`config.mk`:
```
export PLATFORM = sky130hd
export DESIGN_NAME = cvm_ram
export DESIGN_NICKNAME = d
export VERILOG_FILES = /design/src/rtl/cvm_ram.sv
export SDC_FILE = /design/constraint.sdc
export NUM_CORES = 1
export LEC_CHECK = 0
export ABC_AREA = 1
export ABC_CLOCK_PERIOD_IN_PS = 1530
export CORE_UTILIZATION = 60
export DETAILED_ROUTE_END_ITERATION = 16
export DONT_BUFFER_PORTS = 1
export GPL_TIMING_DRIVEN = 1
export PLACE_DENSITY_LB_ADDON = 0.12
export SETUP_SLACK_MARGIN = 0.3
export SKIP_LAST_GASP = 1
export SYNTH_ARGS = -nofsm -noshare
export SYNTH_HDL_FRONTEND = slang
export SYNTH_SLANG_ARGS = --single-unit
```
`constraint.sdc`:
```
create_clock -name aclk -period 1.53 [get_ports aclk]
set_clock_uncertainty 0.05 [all_clocks]
set_input_delay 0.2295 -clock aclk [delete_from_list [all_inputs] [get_ports aclk]]
set_output_delay 0.2295 -clock aclk [all_outputs]
set_load 0.03 [all_outputs]
```
`src/rtl/cvm_ram.sv`:
```
// Generic simple dual-port RAM with registered read.
module cvm_ram #(
    parameter int WIDTH = 8,
    parameter int DEPTH = 16
) (
    input  logic                     aclk,
    input  logic                     we,
    input  logic [$clog2(DEPTH)-1:0] waddr,
    input  logic [WIDTH-1:0]         wdata,
    input  logic                     re,
    input  logic [$clog2(DEPTH)-1:0] raddr,
    output logic [WIDTH-1:0]         rdata
);

    logic [WIDTH-1:0] mem [DEPTH];
    logic [WIDTH-1:0] rdata_reg;

    always_ff @(posedge aclk) begin
        if (we) begin
            mem[waddr] <= wdata;
        end
        if (re) begin
            rdata_reg <= mem[raddr];
        end
    end

    assign rdata = rdata_reg;

endmodule

```
==> impl_metrics.ini <==
[synthesis]
netlist_area_um2 = 5850
yosys-top-cells-area = edfxtp_1, nand2_1, nand3_1
ys_async_sr_fraction = 0
yosysWarnings = 0
synthTopCellsByCount = nand2_1, edfxtp_1, inv_1, nand3_1, nor2_1
ys_seq_area_frac = 0.698
mappedNetlistNets = 570
yosysTopAreaCell = edfxtp_1
ys.flop_type = edfxtp_1
syn_area_per_cell_um2 = 10.6
synth_cells = 551
synth.distinct_cells = 11
synth_top_area_frac = 0.698
synth-seq-cells = 136
yosysMostFrequentCell = nand2_1
synth-edff-count = 136

[cts]
cts.clk_slew.worst_paths_ps = 60
root_buffer = clkbuf_8
h-tree-depth = 4
clockBufferDepth = 2
cts_tree = done
cts-buffers-inserted = 17
cts_sinks = 136
cts_setup_buffers = 0
clk_latency_ps = 530

[worst_hold_path]
worst_hold_path.num_cells = 3
hp-class = in -> reg
worst_hold_startpoint = raddr[2]

[place]
place_area_um2 = 6010
io_buffers = 0
dp_hpwl_mm = 7.91
gp_congestion = 0.806

[critical_path]
crit_type = reg -> out
cp-end-kind = output port
worst-path-max-fanout = 1
cp-start-kind = flop
rr_worst_depth = 6
reg2reg_from = mem[15][0]
rrSetupSlack_ps = 340
crit_path_start = rdata[1]
worst-path-stages = 0
required_ps = 1250
cp.arrival_ps = 1100

[cells_and_area]
diodes = 0
fillers = 651
final_area_um2 = 6850
syn_to_final_growth_pct = 17.1
multi_input_area_um2 = 1280
fin_nets = 599
drive_gt1_frac = 0.118
final_core_util = 0.734
largest_register_ffs = 128
seq_area_um2 = 4080

[timing]
max_slew_margin = 0.420
finalSetupViolCount = 0
tightest_slew_ps = 867
min_period_over_period = 0.901
fin_setup_tns_ps = 0
grt_setup_unrepaired = yes
fin_crit_ps = 1380
slew_violations = 0
hold_viol_final = 0
fmax_mhz = 725

[pwr]
p_leak_uw = 0.00293
power_density_nw_per_um2 = 1330
peakVddDrop_v = 0.000788

[detailed_routing]
wl_per_cell_um = 18.7
drc = 0
drt-initial-drc-count = 297
routed_wl_mm = 13.5
vias = 3860
routed_via_density = 5.35
firstDrtPassIters = 5
drtAntennaViolNets = 0

[global_route]
grt_max_degree = 66
antenna_found_initial = 0
grt_pass1_wl_mm = 20.8
grt_pass1_vias = 3709
gr-total-overflow = 0
grt_use_total = 0.292

[floorplanning]
die_area_um2 = 10100
core_area_um2 = 9330
ios = 27
die_w_um = 101
die_y_um = 101
start_util = 0.627
rows = 35

[flow_run]
cap_violations = 0

[status]
status = finished clean
## kinds of logic after synthesis
group	share of synthesized area
simple gates	0.208
flops	0.698
buf+inv	0.0939
## cells in the final DEF, fill, tap and decap left out, drive strengths merged
cell         synthesis  routed
buf                 24      21
bufinv               0       5
clkbuf               0      17
clkinv               0       4
clkinvlp             0       1
dlygate4sd3          0      13
edfxtp             136     136
inv                102     106
nand2              173     173
nand3               97      97
nand3b               2       2
nor2                17      17
## per-stage QoR
step / power (uW) / setup WS, ps / hold slack (ps) / std cells
floorplan: 4630 / 300 / 278 / 551
global placement: 4670 / 234 / 279 / 677
detailed placement: 4670 / 217 / 279 / 677
CTS: 9080 / 141 / 3.19 / 721
global route: 9300 / 131 / 7.00 / 721
finish: 9090 / 151 / 1.10 / 721
## where the power goes
part / leakage [uW] / switching (uW) / total, uW / internal [uW]
Combinational: 0.00139 / 314 / 461 / 147
Sequential: 0.00124 / 62.8 / 4260 / 4200
Clock: 0.000309 / 1540 / 4360 / 2820
Total: 0.00293 / 1920 / 9090 / 7170
## final timing paths
path	end
setup / recovery	rdata[1]
hold / removal	rdata[3]
setup reg to reg	rdata[0]
hold reg to reg	rdata[1]
## what timing repair did
| action | in CTS | in global routing |
|---|---|---|
| pin swaps | 0 | 2 |
| hold buffers | 13 | 0 |
| endpoints found under the setup margin | 8 | 15 |
| endpoints found under the hold margin | 144 | 0 |
| resized for setup | 0 | 16 |
| cloned | 0 | 0 |
## per-layer routing
layer	wire length (um)	global-route usage	part of all wire
met1	5810	0.425	0.43
met2	6170	0.427	0.46
met3	1170	0.0673	0.087
met4	322	0.125	0.024
met5	0	0	0
## area by class of cell
class | count | area share
flip-flops and latches | 136 | 0.596
multi-input cells | 289 | 0.187
clock buffers | 17 | 0.0605
inverters | 102 | 0.0559
repair buffers | 34 | 0.0439
clock inverters | 14 | 0.0322
well taps | 129 | 0.0236
## worst reg2reg max path: cells and delay by family, from the launching register on
kind	cells	cell delay [ps]
AND/OR/NAND/NOR	5	460
flip-flops	1	370
buffers and inverters	1	70
Note: power is estimated with default switching activity, not from simulation.
