File: src/rtl/cvm_pkg.sv
// Shared constants, codes and types of the closed-set visited map.
package cvm_pkg;

    // Store geometry
    localparam int MAX_CELLS = 4096;
    localparam int CELL_AW   = $clog2(MAX_CELLS);
    localparam int MAX_BINS  = 64;                 // power of two
    localparam int BIN_W     = $clog2(MAX_BINS);
    localparam int EPOCH_W   = 16;
    localparam int ENTRY_W   = EPOCH_W + MAX_BINS; // tag over bitmap

    // Field widths
    localparam int KIND_W    = 2;
    localparam int COORD_W   = 12;
    localparam int HEAD_W    = 16;
    localparam int CFG_W     = 13;
    localparam int CFG_IDX_W = 2;

    // Address arithmetic widths
    localparam int PROD_W    = COORD_W + CFG_W;
    localparam int FULL_W    = PROD_W + 1;

    // Heading arithmetic, 1/16 degree units
    localparam int FULL_TURN   = 5760;
    localparam int TURN_OFFSET = 6 * FULL_TURN;
    localparam int ANG_W       = 13;
    localparam int SUM_W       = HEAD_W + 1;
    localparam int DIV_W       = CFG_W + BIN_W;
    localparam int IDX_W       = $clog2(BIN_W);

    // Word kinds
    localparam logic [KIND_W-1:0] KIND_QUERY = 2'd0;
    localparam logic [KIND_W-1:0] KIND_CLOSE = 2'd1;
    localparam logic [KIND_W-1:0] KIND_EPOCH = 2'd2;
    localparam logic [KIND_W-1:0] KIND_NONE  = 2'd3;

    // Register indexes
    localparam logic [CFG_IDX_W-1:0] CFG_CELLS_X   = 2'd0;
    localparam logic [CFG_IDX_W-1:0] CFG_CELLS_Y   = 2'd1;
    localparam logic [CFG_IDX_W-1:0] CFG_BIN_WIDTH = 2'd2;

    localparam logic [CFG_W-1:0]   RST_CELLS_X   = 13'd64;
    localparam logic [CFG_W-1:0]   RST_CELLS_Y   = 13'd64;
    localparam logic [CFG_W-1:0]   RST_BIN_WIDTH = 13'd160;
    localparam logic [EPOCH_W-1:0] RST_EPOCH     = 16'd1;

    // Bin unit command and status
    typedef struct packed {
        logic              start;
        logic [HEAD_W-1:0] heading;
        logic [CFG_W-1:0]  width;
    } bin_cmd_t;

    typedef struct packed {
        logic             valid;
        logic [BIN_W-1:0] bin;
    } bin_res_t;

endpackage

File: src/rtl/cvm_bin_div.sv
// Heading bin unit: wrap to one turn, then bit-serial divide by the bin width.
module cvm_bin_div (
    input  logic              aclk,
    input  logic              aresetn,
    input  cvm_pkg::bin_cmd_t cmd,
    output cvm_pkg::bin_res_t res
);
    import cvm_pkg::*;

    localparam logic [2:0] BD_IDLE = 3'd0;
    localparam logic [2:0] BD_MOD  = 3'd1;
    localparam logic [2:0] BD_SAT  = 3'd2;
    localparam logic [2:0] BD_DIV  = 3'd3;
    localparam logic [2:0] BD_DONE = 3'd4;

    logic [2:0]        st_reg;
    logic [HEAD_W-1:0] h_reg;
    logic [CFG_W-1:0]  w_reg;
    logic [ANG_W-1:0]  rem_reg;
    logic [BIN_W-1:0]  q_reg;
    logic [IDX_W-1:0]  i_reg;
    logic [DIV_W-1:0]  step_div;
    logic [DIV_W-1:0]  sat_div;
    logic              step_fits;

    // Reduce to 0..FULL_TURN-1 with four conditional subtracts
    function automatic logic [ANG_W-1:0] wrap_turn(input logic [HEAD_W-1:0] h);
        logic [SUM_W-1:0] u;
        u = {h[HEAD_W-1], h} + SUM_W'(TURN_OFFSET);
        for (int k = 3; k >= 0; k--) begin
            if (u >= (SUM_W'(FULL_TURN) << k)) begin
                u = u - (SUM_W'(FULL_TURN) << k);
            end
        end
        return u[ANG_W-1:0];
    endfunction

    assign step_div  = DIV_W'(w_reg) << i_reg;
    assign sat_div   = DIV_W'(w_reg) << BIN_W;
    assign step_fits = (DIV_W'(rem_reg) >= step_div);

    // Sequencer: one quotient bit per cycle, saturating at the last bin
    always_ff @(posedge aclk) begin
        if (!aresetn) begin
            st_reg <= BD_IDLE;
        end else if (cmd.start) begin
            st_reg <= BD_MOD;
        end else begin
            unique case (st_reg)
                BD_MOD:  st_reg <= BD_SAT;
                BD_SAT:  st_reg <= (DIV_W'(rem_reg) >= sat_div) ? BD_DONE : BD_DIV;
                BD_DIV:  st_reg <= (i_reg == '0) ? BD_DONE : BD_DIV;
                default: st_reg <= st_reg;
            endcase
        end
    end

    // Datapath
    always_ff @(posedge aclk) begin
        if (cmd.start) begin
            h_reg <= cmd.heading;
            w_reg <= (cmd.width == '0) ? CFG_W'(1) : cmd.width;
        end else begin
            case (st_reg)
                BD_MOD: begin
                    rem_reg <= wrap_turn(h_reg);
                end
                BD_SAT: begin
                    q_reg <= (DIV_W'(rem_reg) >= sat_div) ? '1 : '0;
                    i_reg <= IDX_W'(BIN_W - 1);
                end
                BD_DIV: begin
                    if (step_fits) begin
                        rem_reg      <= rem_reg - step_div[ANG_W-1:0];
                        q_reg[i_reg] <= 1'b1;
                    end
                    i_reg <= i_reg - IDX_W'(1);
                end
                default: ;
            endcase
        end
    end

    assign res.valid = (st_reg == BD_DONE);
    assign res.bin   = q_reg;

endmodule

File: config.mk
export PLATFORM = sky130hd
export DESIGN_NAME = cvm_bin_div
export DESIGN_NICKNAME = d
export VERILOG_FILES = /design/src/rtl/cvm_pkg.sv /design/src/rtl/cvm_bin_div.sv
export SDC_FILE = /design/constraint.sdc
export NUM_CORES = 1
export LEC_CHECK = 0
export BUFFER_PORTS_ARGS = -buffer_cell sky130_fd_sc_hd__buf_2
export CAP_MARGIN = 10
export CORE_ASPECT_RATIO = 1.2
export CORE_MARGIN = 4
export CORE_UTILIZATION = 53
export DETAILED_ROUTE_END_ITERATION = 12
export PLACE_DENSITY = 0.7
export SKIP_LAST_GASP = 1
export SLEW_MARGIN = 0
export SYNTH_ARGS = -nofsm -noshare
export SYNTH_HDL_FRONTEND = slang
export SYNTH_SLANG_ARGS = --single-unit
File: constraint.sdc
create_clock -name aclk -period 6.83 [get_ports aclk]
set_input_delay 0.683 -clock aclk [delete_from_list [all_inputs] [get_ports aclk]]
set_output_delay 0.683 -clock aclk [all_outputs]
set_load 0.05 [all_outputs]
==> report_table.html, run 1 <==
<table>
<tr><th>Metric</th><th>Value</th></tr>
<tr><th colspan="2">Setup path</th></tr>
<tr><td>Type of destination of the critical path</td><td>register</td></tr>
<tr><td>Peak fanout along the critical path</td><td>11</td></tr>
<tr><td>Worst reg2reg setup slack</td><td>about 1.4 ns</td></tr>
<tr><td>Type of element launching the critical path</td><td>register</td></tr>
<tr><td>Required time of the critical path</td><td>around 7 ns</td></tr>
<tr><td>Family with the most delay on the worst path</td><td>compound AO/OA/AOI/OAI gates</td></tr>
<tr><td>Ordered cell list for the critical path</td><td>inv_1 -&gt; ha_1 -&gt; xor2_1 -&gt; inv_1 -&gt; ha_1 -&gt; nand2b_1 -&gt; a21oi_1 -&gt; o21ai_2 -&gt; a2111oi_0 -&gt; o211ai_1 -&gt; o21ba_4 -&gt; a211o_1 -&gt; and4_4 -&gt; a21boi_4 -&gt; mux2i_1 -&gt; a21oi_2 -&gt; or3b_1 -&gt; a221oi_2</td></tr>
<tr><td>Buffers &amp; Inverters on Critical Path</td><td>2</td></tr>
<tr><td>Worst endpoint data arrival time</td><td>between 5 and 6 ns</td></tr>
<tr><td>Classification of the worst setup path</td><td>register to register</td></tr>
<tr><td>Stages on the worst setup path</td><td>18</td></tr>
<tr><td>Slowest CP cell</td><td>sky130_fd_sc_hd__edfxtp_1</td></tr>
<tr><td>Largest incremental delay on the critical path</td><td>0.59 ns</td></tr>
<tr><td>FF-to-FF path depth</td><td>18</td></tr>
<tr><th colspan="2">Routing</th></tr>
<tr><td>DRC Markers</td><td>0</td></tr>
<tr><td>Routed length on met3</td><td>around 390 um</td></tr>
<tr><td>DRC marker count from the first detailed-route iteration</td><td>154</td></tr>
<tr><td>Count of antenna-violating nets left after detailed routing</td><td>0</td></tr>
<tr><td>Sum of met2 wire segment lengths after detailed routing</td><td>5974 um</td></tr>
<tr><td>Final WL</td><td>~11000 um</td></tr>
<tr><td>Vias per cell</td><td>between 6 and 7</td></tr>
<tr><td>1st-pass router iterations</td><td>5</td></tr>
<tr><td>Mean routed wirelength per cell</td><td>between 15 and 20 um</td></tr>
<tr><td>Total via count in the routed design</td><td>~3900</td></tr>
<tr><td>Max Used Layer</td><td>met4</td></tr>
<tr><td>Post-Route M1 WL</td><td>4313 um</td></tr>
<tr><th colspan="2">Pwr</th></tr>
<tr><td>Static power due to leakage</td><td>0.001906 uW</td></tr>
<tr><td>Total power consumption of the routed design</td><td>about 1100 uW</td></tr>
<tr><td>Peak supply drop</td><td>about 0.12 mV</td></tr>
<tr><td>Total power per unit cell area</td><td>about 230 mW/mm^2</td></tr>
<tr><th colspan="2">Timing</th></tr>
<tr><td>Slew at the pin closest to its max-slew limit</td><td>about 0.95 ns</td></tr>
<tr><td>Setup-failing EPs final</td><td>0</td></tr>
<tr><td>Highest achievable clock rate</td><td>~0.18 GHz</td></tr>
<tr><td>Unrepaired setup endpoints after global routing</td><td>no</td></tr>
<tr><td>Clock skew</td><td>0.007950 ns</td></tr>
<tr><td>Period utilization</td><td>0.8017</td></tr>
<tr><td>Final slew viol count</td><td>0</td></tr>
<tr><td>Accumulated negative setup slack</td><td>0 ns</td></tr>
<tr><td>Final Hold Viols</td><td>0</td></tr>
<tr><td>Min cycle time layout</td><td>~5.5 ns</td></tr>
<tr><td>Relative max-transition margin</td><td>0.3534</td></tr>
<tr><th colspan="2">Placed design</th></tr>
<tr><td>Final HPWL DP</td><td>about 8700 um</td></tr>
<tr><td>Global placer's final weighted congestion</td><td>between 0.8 and 0.9</td></tr>
<tr><td>Count of port buffers added during placement</td><td>38</td></tr>
<tr><th colspan="2">Yosys</th></tr>
<tr><td>Gate count after technology mapping</td><td>494</td></tr>
<tr><td>Number of library cell types mapped by synthesis</td><td>just under 100</td></tr>
<tr><td>Syn nets</td><td>approximately 550</td></tr>
<tr><td>Flip-flop cell with the highest count after synthesis</td><td>sky130_fd_sc_hd__edfxtp_1</td></tr>
<tr><td>Count of flip-flops with a built-in enable after synthesis</td><td>51</td></tr>
<tr><td>Post-synthesis cell area</td><td>0.004664 sq mm</td></tr>
<tr><td>Synthesized flop and latch total</td><td>54</td></tr>
<tr><td>Portion of the post-synthesis area used by sequential elements</td><td>0.3412</td></tr>
<tr><td>Number of warnings issued by yosys</td><td>0</td></tr>
<tr><td>Avg Cell Area, Syn</td><td>9.442 sq um</td></tr>
<tr><td>FFs w/ async S/R, synth</td><td>0</td></tr>
<tr><th colspan="2">Status</th></tr>
<tr><td>Status</td><td>finished clean</td></tr>
<tr><th colspan="2">CTS</th></tr>
<tr><td>CTS H-tree lvls</td><td>2</td></tr>
<tr><td>Clock latency reported for the late side of the worst-skew pair</td><td>between 0.3 and 0.4 ns</td></tr>
<tr><td>Worst-path clk slew</td><td>between 0.1 and 0.15 ns</td></tr>
<tr><td>Maximum root-to-sink buffer count</td><td>2</td></tr>
<tr><td>Root buffer selected by CTS</td><td>sky130_fd_sc_hd__clkbuf_8</td></tr>
<tr><td>Clock Sink Count</td><td>54</td></tr>
<tr><td>Number of buffers inserted during clock tree synthesis</td><td>5</td></tr>
<tr><td>Number of post-CTS setup repair buffers</td><td>0</td></tr>
<tr><td>CTS Hold Buffers Added</td><td>0</td></tr>
<tr><td>Clock tree from TritonCTS</td><td>done</td></tr>
<tr><td>Number of cells upsized or downsized after cts</td><td>0</td></tr>
<tr><th colspan="2">Global route</th></tr>
<tr><td>Global-route wire length before repair</td><td>17600 um</td></tr>
<tr><td>All-layer global routing usage</td><td>0.2099</td></tr>
<tr><td>Total global routing overflow</td><td>0</td></tr>
<tr><td>Vias in the first global route</td><td>about 3800</td></tr>
<tr><td>Initial antenna violation count</td><td>0</td></tr>
<tr><td>Maximum number of pins on one net before global-route repair</td><td>35</td></tr>
<tr><th colspan="2">Floorplan</th></tr>
<tr><td>Std cell rows</td><td>37</td></tr>
<tr><td>Vert. Die Dim</td><td>roughly 110 um</td></tr>
<tr><td>Count of pins on the block boundary</td><td>39</td></tr>
<tr><td>Initial standard-cell utilization of the core</td><td>0.5446</td></tr>
<tr><td>Core box area</td><td>about 0.0086 sq mm</td></tr>
<tr><td>Area enclosed by the die boundary</td><td>~0.010 sq mm</td></tr>
<tr><td>Horiz. Die Dim</td><td>93.64 um</td></tr>
<tr><th colspan="2">Final layout</th></tr>
<tr><td>Total area of multi-input combinational cells</td><td>~0.0028 sq mm</td></tr>
<tr><td>Net total in the final layout</td><td>569</td></tr>
<tr><td>Sequential cell area</td><td>between 0.0015 and 0.002 sq mm</td></tr>
<tr><td>Number of flip-flops under the largest register name</td><td>16</td></tr>
<tr><td>Number of fill cells</td><td>762</td></tr>
<tr><td>ANT cells</td><td>0</td></tr>
<tr><td>P&amp;R area growth vs syn</td><td>6.062%</td></tr>
<tr><td>Fraction of layout cells with a size suffix above 1</td><td>0.1820</td></tr>
<tr><th colspan="2">Min path</th></tr>
<tr><td>WHS Path Cells</td><td>1</td></tr>
<tr><td>Path category of the worst min-delay check</td><td>input port to register</td></tr>
<tr><th colspan="2">Flow run</th></tr>
<tr><td>Maximum capacitance violations</td><td>0</td></tr>
</table>
-- cell type report --
cell class,instances,area share
clock inverters,3,0.005817
multi-input cells,378,0.5655
inverters,33,0.02504
repair buffers,38,0.03844
well taps,117,0.02959
flip-flops and latches,54,0.3217
clock buffers,5,0.01391
-- synth_stat cells (all sizes together) (8+ instances only) --
| master | n | share of area |
|---|---|---|
| o21a | 8 | 0.014 |
| clkbuf | 22 | 0.018 |
| a21oi | 33 | 0.036 |
| and2 | 10 | 0.015 |
| nand3 | 13 | 0.015 |
| xnor2 | 13 | 0.026 |
| nand2 | 37 | 0.030 |
| mux2i | 14 | 0.030 |
| or3 | 8 | 0.013 |
| a211oi | 8 | 0.014 |
| ha | 26 | 0.070 |
| nor3 | 11 | 0.013 |
| nand2b | 8 | 0.011 |
| inv | 33 | 0.027 |
| nor2b | 8 | 0.011 |
| o21ai | 35 | 0.038 |
| nor2 | 35 | 0.030 |
| a31oi | 8 | 0.014 |
| edfxtp | 51 | 0.33 |
-- path summary, 6_finish.rpt --
kind	from	endpoint
worst max register to register	h_reg[8]	rem_reg[10]
worst min register to register	st_reg[2]	st_reg[2]
worst max-delay path	h_reg[8]	rem_reg[10]
worst min-delay path	cmd[15]	h_reg[2]
-- where the power goes --
part | switching [uW] | total (uW) | internal [uW]
Sequential | 27.3 | 429 | 401
Combinational | 289 | 520 | 230
Clock | 115 | 191 | 76.3
-- kinds of logic (layout without fill, tap and decap cells) --
| kind of cell | after synthesis | in the layout | synth area share |
|---|---|---|---|
| muxes | 19 | 19 | 0.04935 |
| AOI/OAI and AO/OA | 151 | 151 | 0.2425 |
| xor gates and xnor gates | 17 | 17 | 0.03514 |
| and+or+nand+nor | 164 | 164 | 0.1988 |
| adders and majority gates | 27 | 27 | 0.07403 |
| DFF | 54 | 54 | 0.3412 |
| buffers and inverters | 62 | 79 | 0.05901 |
-- layer usage --
layer	up-vias	GRT usage
met5	-	0
met3	25	0.02172
met4	0	0.08767
met1	1857	0.2355
li1	1888	-
met2	87	0.3936
-- layout by cell type, fill, tap and decap left out, types with 14 or more instances in the layout --
cell type / instances
sky130_fd_sc_hd__inv_1: 31
sky130_fd_sc_hd__nand2_1: 37
sky130_fd_sc_hd__edfxtp_1: 51
sky130_fd_sc_hd__mux2i_1: 14
sky130_fd_sc_hd__buf_2: 38
sky130_fd_sc_hd__nor2_1: 34
sky130_fd_sc_hd__o21ai_0: 32
sky130_fd_sc_hd__a21oi_1: 32
sky130_fd_sc_hd__ha_1: 26
-- per-stage QoR --
stage	area (sq um)	setup WS [ns]	instances	hold slack, ns	util
after global placement	4850	1.585	620	0.5267	0.5663
final	4947	1.354	628	0.5364	0.5776
after global routing	4947	0.7920	628	0.5244	0.5776
after floorplan	4664	2.085	494	0.4963	-
after CTS	4947	1.393	628	0.5243	0.5776
after detailed placement	4850	1.426	620	0.5220	0.5663
Note: power is estimated with default switching activity, not from simulation.
==> inputs of run 2 (changes only) <==
Settings changed: ABC_AREA set to 1.
Clock period 6.83 ns to 5.2 ns, I/O delays scaled along.
==> report_table.html, run 2 <==
<table>
<tr><th>Metric</th><th>Value</th></tr>
<tr><th colspan="2">Floorplan</th></tr>
<tr><td>Initial standard-cell utilization of the core</td><td>0.5460</td></tr>
<tr><td>Area enclosed by the die boundary</td><td>between 0.009 and 0.01 sq mm</td></tr>
<tr><td>Horiz. Die Dim</td><td>between 90 and 100 um</td></tr>
<tr><td>Vert. Die Dim</td><td>108.4 um</td></tr>
<tr><td>Core box area</td><td>~0.0082 sq mm</td></tr>
<tr><td>Std cell rows</td><td>36</td></tr>
<tr><td>Count of pins on the block boundary</td><td>39</td></tr>
<tr><th colspan="2">Routing</th></tr>
<tr><td>DRC marker count from the first detailed-route iteration</td><td>200</td></tr>
<tr><td>Mean routed wirelength per cell</td><td>between 10 and 15 um</td></tr>
<tr><td>Vias per cell</td><td>5.211</td></tr>
<tr><td>Total via count in the routed design</td><td>around 3800</td></tr>
<tr><td>Count of antenna-violating nets left after detailed routing</td><td>0</td></tr>
<tr><td>DRC Markers</td><td>0</td></tr>
<tr><td>Final WL</td><td>about 9500 um</td></tr>
<tr><td>1st-pass router iterations</td><td>4</td></tr>
<tr><th colspan="2">CTS</th></tr>
<tr><td>CTS H-tree lvls</td><td>2</td></tr>
<tr><td>Clock latency reported for the late side of the worst-skew pair</td><td>~0.31 ns</td></tr>
<tr><td>Root buffer selected by CTS</td><td>sky130_fd_sc_hd__clkbuf_8</td></tr>
<tr><td>Number of buffers inserted during clock tree synthesis</td><td>5</td></tr>
<tr><td>Clock Sink Count</td><td>54</td></tr>
<tr><td>Worst-path clk slew</td><td>approximately 0.1 ns</td></tr>
<tr><td>Number of post-CTS setup repair buffers</td><td>0</td></tr>
<tr><td>Clock tree from TritonCTS</td><td>done</td></tr>
<tr><td>CTS Hold Buffers Added</td><td>0</td></tr>
<tr><td>Number of cells upsized or downsized after cts</td><td>0</td></tr>
<tr><td>Maximum root-to-sink buffer count</td><td>2</td></tr>
<tr><th colspan="2">Yosys</th></tr>
<tr><td>Number of warnings issued by yosys</td><td>0</td></tr>
<tr><td>Count of flip-flops with a built-in enable after synthesis</td><td>51</td></tr>
<tr><td>Area fraction of the dominant cell type after synthesis</td><td>0.3440</td></tr>
<tr><td>Cell taking the most area after synthesis</td><td>sky130_fd_sc_hd__edfxtp_1</td></tr>
<tr><td>Cell with the most instances after synthesis</td><td>sky130_fd_sc_hd__nand2_1</td></tr>
<tr><td>Synthesized flop and latch total</td><td>54</td></tr>
<tr><td>Flip-flop cell with the highest count after synthesis</td><td>sky130_fd_sc_hd__edfxtp_1</td></tr>
<tr><td>Portion of the post-synthesis area used by sequential elements</td><td>0.3575</td></tr>
<tr><td>Avg Cell Area, Syn</td><td>roughly 7.5 sq um</td></tr>
<tr><td>Number of library cell types mapped by synthesis</td><td>44</td></tr>
<tr><td>FFs w/ async S/R, synth</td><td>0</td></tr>
<tr><td>Biggest area contributors in the synthesized netlist</td><td>sky130_fd_sc_hd__edfxtp_1, sky130_fd_sc_hd__nand2_1, sky130_fd_sc_hd__ha_1</td></tr>
<tr><td>List of most frequent post-synthesis cells</td><td>sky130_fd_sc_hd__nand2_1, sky130_fd_sc_hd__inv_1, sky130_fd_sc_hd__edfxtp_1</td></tr>
<tr><td>Gate count after technology mapping</td><td>between 500 and 600</td></tr>
<tr><td>Post-synthesis cell area</td><td>about 0.0045 sq mm</td></tr>
<tr><td>Syn nets</td><td>652</td></tr>
<tr><th colspan="2">Setup path</th></tr>
<tr><td>Peak fanout along the critical path</td><td>17</td></tr>
<tr><td>Classification of the worst setup path</td><td>register to register</td></tr>
<tr><td>Slowest CP cell</td><td>sky130_fd_sc_hd__edfxtp_1</td></tr>
<tr><td>Critical Path Most Common Cell</td><td>sky130_fd_sc_hd__nand2_1</td></tr>
<tr><td>Worst R2R Start</td><td>i_reg[1]</td></tr>
<tr><td>Worst reg2reg setup slack</td><td>0.84 ns</td></tr>
<tr><td>FF-to-FF path depth</td><td>24</td></tr>
<tr><td>Largest incremental delay on the critical path</td><td>0.53 ns</td></tr>
<tr><td>Type of element launching the critical path</td><td>register</td></tr>
<tr><td>Worst endpoint data arrival time</td><td>around 4.3 ns</td></tr>
<tr><td>Ordered cell list for the critical path</td><td>clkinv_1 -&gt; o21ai_0 -&gt; nand2_1 -&gt; ha_1 -&gt; nand2_1 -&gt; nor2_1 -&gt; a211oi_1 -&gt; nor2_1 -&gt; inv_1 -&gt; o21ai_0 -&gt; inv_1 -&gt; o21ai_0 -&gt; nand3_1 -&gt; nand2_1 -&gt; a21oi_1 -&gt; o21bai_1 -&gt; nand2_1 -&gt; inv_1 -&gt; o31ai_1 -&gt; nand2_1 -&gt; o2111ai_1 -&gt; nand2_1 -&gt; nand2_1 -&gt; nor2_1</td></tr>
<tr><td>Type of destination of the critical path</td><td>register</td></tr>
<tr><td>Required time of the critical path</td><td>5.18 ns</td></tr>
<tr><td>Endpoint of the worst register-to-register path</td><td>q_reg[2]</td></tr>
<tr><th colspan="2">Placed design</th></tr>
<tr><td>Count of port buffers added during placement</td><td>38</td></tr>
<tr><td>Global placer's final weighted congestion</td><td>0.8906</td></tr>
<tr><td>Final HPWL DP</td><td>between 7000 and 8000 um</td></tr>
<tr><th colspan="2">Final layout</th></tr>
<tr><td>Number of flip-flops under the largest register name</td><td>16</td></tr>
<tr><td>Fraction of layout cells with a size suffix above 1</td><td>0.1629</td></tr>
<tr><td>ANT cells</td><td>0</td></tr>
<tr><td>Leading cell types in the layout, fill and taps excluded</td><td>sky130_fd_sc_hd__nand2_1, sky130_fd_sc_hd__inv_1, sky130_fd_sc_hd__edfxtp_1</td></tr>
<tr><td>Net total in the final layout</td><td>approximately 680</td></tr>
<tr><td>P&amp;R area growth vs syn</td><td>8.741%</td></tr>
<tr><td>Most common library cell in the layout ignoring fill and taps</td><td>sky130_fd_sc_hd__nand2_1</td></tr>
<tr><th colspan="2">Timing</th></tr>
<tr><td>Unrepaired setup endpoints after global routing</td><td>no</td></tr>
<tr><td>Min cycle time layout</td><td>around 4.4 ns</td></tr>
<tr><td>Slew at the pin closest to its max-slew limit</td><td>approximately 0.75 ns</td></tr>
<tr><td>Accumulated negative setup slack</td><td>0 ns</td></tr>
<tr><td>Final slew viol count</td><td>0</td></tr>
<tr><td>Relative max-transition margin</td><td>0.5025</td></tr>
<tr><td>Highest achievable clock rate</td><td>roughly 0.23 GHz</td></tr>
<tr><td>Period utilization</td><td>0.8386</td></tr>
<tr><td>Final Hold Viols</td><td>0</td></tr>
<tr><td>Clock skew</td><td>~0.0035 ns</td></tr>
<tr><td>Hold Worst Slack</td><td>0.3717 ns</td></tr>
<tr><td>Setup-failing EPs final</td><td>0</td></tr>
<tr><th colspan="2">Global route</th></tr>
<tr><td>All-layer global routing usage</td><td>0.2010</td></tr>
<tr><td>Maximum number of pins on one net before global-route repair</td><td>33</td></tr>
<tr><td>Global-route wire length before repair</td><td>about 16000 um</td></tr>
<tr><td>Global routing usage on met1</td><td>0.2327</td></tr>
<tr><td>Total global routing overflow</td><td>0</td></tr>
<tr><td>Initial antenna violation count</td><td>0</td></tr>
<tr><td>Met3 Usage GRT</td><td>0.02575</td></tr>
<tr><td>Most utilized layer in the global route result</td><td>met2</td></tr>
<tr><td>Vias in the first global route</td><td>around 3700</td></tr>
<tr><td>Met2 demand-to-capacity share in global routing</td><td>0.3859</td></tr>
<tr><th colspan="2">Min path</th></tr>
<tr><td>Launch point of the worst hold path</td><td>cmd[28]</td></tr>
<tr><td>Worst hold endpoint</td><td>h_reg[15]</td></tr>
<tr><td>Path category of the worst min-delay check</td><td>input port to register</td></tr>
<tr><td>WHS Path Cells</td><td>1</td></tr>
<tr><th colspan="2">Pwr</th></tr>
<tr><td>Total power consumption of the routed design</td><td>1640 uW</td></tr>
<tr><td>Total power per unit cell area</td><td>338.8 mW/mm^2</td></tr>
<tr><td>Static power due to leakage</td><td>0.002291 uW</td></tr>
<tr><td>Peak supply drop</td><td>between 0.2 and 0.3 mV</td></tr>
<tr><th colspan="2">Flow run</th></tr>
<tr><td>Maximum capacitance violations</td><td>0</td></tr>
<tr><th colspan="2">Status</th></tr>
<tr><td>Status</td><td>finished clean</td></tr>
</table>
run 2: cell families (layout without fill, tap and decap cells):
group | count (synthesis) | in the layout | synth area share
simple gates | 298 | 298 | 0.3182
xor+xnor | 14 | 14 | 0.02754
compound gates | 91 | 91 | 0.1178
flops | 54 | 54 | 0.3575
buf+inv | 103 | 130 | 0.08797
fa+ha+maj | 27 | 27 | 0.07757
mux | 6 | 6 | 0.01349
run 2: worst max-delay path: cells and delay by family, from the launching register on:
family / cells / cell delay (ns)
flip-flops: 1 / 0.53
buffers and inverters: 4 / 0.62
adder cells (fa/ha/maj): 1 / 0.35
AND/OR/NAND/NOR: 11 / 1.17
AO/OA/AOI/OAI: 8 / 1.32
run 2: where the power goes:
group	switching, uW	internal [uW]	total (uW)
clock	148	147	295
sequential	23.5	532	555
combinational	513	277	790
total	684	956	1640
run 2: cell type report:
cell class              count  area, sq um
inverters                  80        300.3
multi-input cells         436         2469
flip-flops and latches     54         1592
clock buffers               5        68.82
repair buffers             42        220.2
fillers                   765         3312
clock inverters             3        48.80
well taps                 114        142.6
run 2: how the worst max path moves through the flow:
stage | start | to | slack (ns) | cells past startpoint
3_5_place_dp | i_reg[1] | q_reg[3] | 0.84 | 24
3_3_place_gp | i_reg[1] | q_reg[3] | 1.01 | 24
4_1_cts | i_reg[1] | q_reg[3] | 0.82 | 24
6_report | i_reg[1] | q_reg[2] | 0.84 | 24
5_1_grt | i_reg[1] | q_reg[3] | 0.21 | 24
2_1_floorplan | i_reg[0] | rem_reg[0] | 0.95 | 27
run 2: per-layer routing:
layer / routed length, um / vias up / share of wire
met4: 108 / 0 / 0.011
met3: 311 / 8 / 0.033
met1: 3978 / 1734 / 0.42
met2: 5080 / 69 / 0.54
met5: 0 / - / 0
li1: - / 2014 / -
run 2: through the flow:
stage	setup slack, ns	std cells	area (sq um)	util
finish	0.8392	734	4841	0.5938
global route	0.2064	734	4841	0.5938
CTS	0.8230	734	4841	0.5938
detailed placement	0.8448	726	4723	0.5793
global placement	1.014	726	4723	0.5793
floorplan	0.9502	593	4452	-
==> inputs of run 3 (changes only) <==
Clock period 5.2 ns to 4.6 ns, I/O delays scaled along.
==> report_table.html, run 3 (synthesized netlist as in run 2, its figures left out) <==
<table>
<tr><th>Metric</th><th>Value</th></tr>
<tr><th colspan="2">Status</th></tr>
<tr><td>Status</td><td>finished clean</td></tr>
<tr><th colspan="2">Routing</th></tr>
<tr><td>1st-pass router iterations</td><td>4</td></tr>
<tr><td>DRC Markers</td><td>0</td></tr>
<tr><td>Final WL</td><td>9502 um</td></tr>
<tr><td>Vias per cell</td><td>about 5.2</td></tr>
<tr><td>Total via count in the routed design</td><td>a little under 4000</td></tr>
<tr><td>Count of antenna-violating nets left after detailed routing</td><td>0</td></tr>
<tr><td>Mean routed wirelength per cell</td><td>12.86 um</td></tr>
<tr><td>DRC marker count from the first detailed-route iteration</td><td>151</td></tr>
<tr><th colspan="2">Final layout</th></tr>
<tr><td>Final instance area</td><td>a little under 0.005 sq mm</td></tr>
<tr><td>Most common library cell in the layout ignoring fill and taps</td><td>sky130_fd_sc_hd__nand2_1</td></tr>
<tr><td>Fraction of layout cells with a size suffix above 1</td><td>0.1728</td></tr>
<tr><td>ANT cells</td><td>0</td></tr>
<tr><td>Net total in the final layout</td><td>683</td></tr>
<tr><td>P&amp;R area growth vs syn</td><td>9.668%</td></tr>
<tr><td>Leading cell types in the layout, fill and taps excluded</td><td>sky130_fd_sc_hd__nand2_1, sky130_fd_sc_hd__inv_1, sky130_fd_sc_hd__edfxtp_1</td></tr>
<tr><td>Number of flip-flops under the largest register name</td><td>16</td></tr>
<tr><td>Layout Utilization</td><td>0.5988</td></tr>
<tr><th colspan="2">Placed design</th></tr>
<tr><td>Final HPWL DP</td><td>roughly 7500 um</td></tr>
<tr><td>Count of port buffers added during placement</td><td>38</td></tr>
<tr><td>Standard cell area after detailed placement</td><td>0.004746 sq mm</td></tr>
<tr><td>Setup slack at placement</td><td>0.3318 ns</td></tr>
<tr><td>Global placer's final weighted congestion</td><td>between 0.9 and 1</td></tr>
<tr><th colspan="2">Timing</th></tr>
<tr><td>Clock skew</td><td>between 0.006 and 0.007 ns</td></tr>
<tr><td>Setup-failing EPs final</td><td>0</td></tr>
<tr><td>Period utilization</td><td>0.9090</td></tr>
<tr><td>Relative max-transition margin</td><td>0.5038</td></tr>
<tr><td>Final Hold Viols</td><td>0</td></tr>
<tr><td>Min cycle time layout</td><td>roughly 4.2 ns</td></tr>
<tr><td>Accumulated negative setup slack</td><td>0 ns</td></tr>
<tr><td>Highest achievable clock rate</td><td>about 0.24 GHz</td></tr>
<tr><td>Unrepaired setup endpoints after global routing</td><td>no</td></tr>
<tr><td>Final slew viol count</td><td>0</td></tr>
<tr><td>Smallest setup slack after layout</td><td>about 0.42 ns</td></tr>
<tr><td>Slew at the pin closest to its max-slew limit</td><td>around 0.74 ns</td></tr>
<tr><th colspan="2">Setup path</th></tr>
<tr><td>Type of element launching the critical path</td><td>register</td></tr>
<tr><td>Largest incremental delay on the critical path</td><td>~0.46 ns</td></tr>
<tr><td>Critical Path Most Common Cell</td><td>sky130_fd_sc_hd__nand2_1</td></tr>
<tr><td>Classification of the worst setup path</td><td>register to register</td></tr>
<tr><td>Slowest CP cell</td><td>sky130_fd_sc_hd__edfxtp_1</td></tr>
<tr><td>Type of destination of the critical path</td><td>register</td></tr>
<tr><td>Worst endpoint data arrival time</td><td>roughly 4.3 ns</td></tr>
<tr><td>Required time of the critical path</td><td>roughly 4.7 ns</td></tr>
<tr><td>Peak fanout along the critical path</td><td>8</td></tr>
<tr><th colspan="2">Min path</th></tr>
<tr><td>Path category of the worst min-delay check</td><td>input port to register</td></tr>
<tr><th colspan="2">Pwr</th></tr>
<tr><td>Net load switching power</td><td>785.4 uW</td></tr>
<tr><td>Portion of total power attributed to combinational logic</td><td>0.483</td></tr>
<tr><td>Portion of total power attributed to sequential cells</td><td>0.336</td></tr>
<tr><td>Peak supply drop</td><td>~0.26 mV</td></tr>
<tr><td>Switching fraction of total power</td><td>0.4202</td></tr>
<tr><td>Total power consumption of the routed design</td><td>between 1500 and 2000 uW</td></tr>
<tr><td>Total power per unit cell area</td><td>about 380 mW/mm^2</td></tr>
<tr><td>Share of total power in the clock network</td><td>0.181</td></tr>
<tr><td>Static power due to leakage</td><td>between 0.002 and 0.0025 uW</td></tr>
<tr><td>Internal power summed over all cells</td><td>1084 uW</td></tr>
<tr><th colspan="2">Global route</th></tr>
<tr><td>Initial antenna violation count</td><td>0</td></tr>
<tr><td>All-layer global routing usage</td><td>0.1953</td></tr>
<tr><td>Vias in the first global route</td><td>between 3000 and 4000</td></tr>
<tr><td>Total global routing overflow</td><td>0</td></tr>
<tr><td>Global-route wire length before repair</td><td>approximately 16000 um</td></tr>
<tr><td>Maximum number of pins on one net before global-route repair</td><td>33</td></tr>
<tr><th colspan="2">CTS</th></tr>
<tr><td>Clock tree from TritonCTS</td><td>done</td></tr>
<tr><td>Worst-path clk slew</td><td>0.10 ns</td></tr>
<tr><td>Root buffer selected by CTS</td><td>sky130_fd_sc_hd__clkbuf_8</td></tr>
<tr><td>CTS H-tree lvls</td><td>2</td></tr>
<tr><td>Number of buffers inserted during clock tree synthesis</td><td>5</td></tr>
<tr><td>Clock Sink Count</td><td>54</td></tr>
<tr><td>Maximum root-to-sink buffer count</td><td>2</td></tr>
<tr><td>Clock latency reported for the late side of the worst-skew pair</td><td>~0.32 ns</td></tr>
<tr><th colspan="2">Floorplan</th></tr>
<tr><td>Area enclosed by the die boundary</td><td>between 0.009 and 0.01 sq mm</td></tr>
<tr><td>Count of pins on the block boundary</td><td>39</td></tr>
<tr><td>Core box area</td><td>~0.0082 sq mm</td></tr>
<tr><td>Horiz. Die Dim</td><td>between 90 and 100 um</td></tr>
<tr><td>Initial standard-cell utilization of the core</td><td>0.5460</td></tr>
<tr><td>Vert. Die Dim</td><td>around 110 um</td></tr>
<tr><td>Std cell rows</td><td>36</td></tr>
<tr><th colspan="2">Flow run</th></tr>
<tr><td>Maximum capacitance violations</td><td>0</td></tr>
</table>
==> run 3: cell types whose count changed in the layout (fill, tap and decap cells not counted) <==
| cell | change |
|---|---|
| sky130_fd_sc_hd__buf_4 | +5 |
| sky130_fd_sc_hd__and2_2 | +1 |
| sky130_fd_sc_hd__and2_1 | -1 |
| sky130_fd_sc_hd__o21ai_0 | -2 |
| sky130_fd_sc_hd__nor2_2 | +1 |
| sky130_fd_sc_hd__nor2_1 | -1 |
| sky130_fd_sc_hd__o21ai_1 | +2 |
==> run 3: layout make-up <==
type	instances	area, sq um
clock inverters	3	48.80
multi-input cells	436	2472
repair buffers	47	257.7
well taps	114	142.6
clock buffers	5	68.82
inverters	80	300.3
fillers	757	3271
flip-flops and latches	54	1592
==> run 3: per-layer routing <==
layer	track usage	vias up	wire [um]
met2	0.3713	71	4989
met5	0	-	0
met1	0.2197	1743	4030
met4	0.07759	0	248
li1	-	2024	-
met3	0.02436	22	233
==> run 3: through the flow <==
step | cells | hold slack (ns)
final | 739 | 0.2986
after global routing | 739 | 0.2840
after CTS | 737 | 0.2911
after detailed placement | 729 | 0.5504
after global placement | 729 | 0.5242
after floorplan | 593 | 0.4890
==> run 3: worst paths after layout <==
path,from,end,slack (ns),depth (start not counted)
min,cmd[26],h_reg[13],0.30,1
max reg2reg,h_reg[8],rem_reg[11],0.42,29
min reg2reg,h_reg[3],rem_reg[3],0.58,2
max,h_reg[8],rem_reg[11],0.42,29
==> run 3: repair_timing <==
item / CTS / global route
setup endpoints to repair: 0 / 21
resized for setup: 0 / 4
buffers inserted: 0 / 2
hold buffers: 0 / 0
==> run 3: power groups by stage <==
stage               Combinational [uW]  Clock (uW)  Sequential, uW
detailed placement                 895           0             639
global placement                   881           0             639
finish                             903         339             628
floorplan                          739           0             632
global route                      1020         371             632
CTS                                900         349             628
==> run 3: critical path: cells and delay by family, from the launching register on <==
kind / cells / cell delay (ns)
buffers and inverters: 2 / 0.19
adder cells (fa/ha/maj): 2 / 0.45
AND/OR/NAND/NOR: 23 / 2.26
flip-flops: 1 / 0.46
XOR/XNOR: 1 / 0.44
AO/OA/AOI/OAI: 1 / 0.13
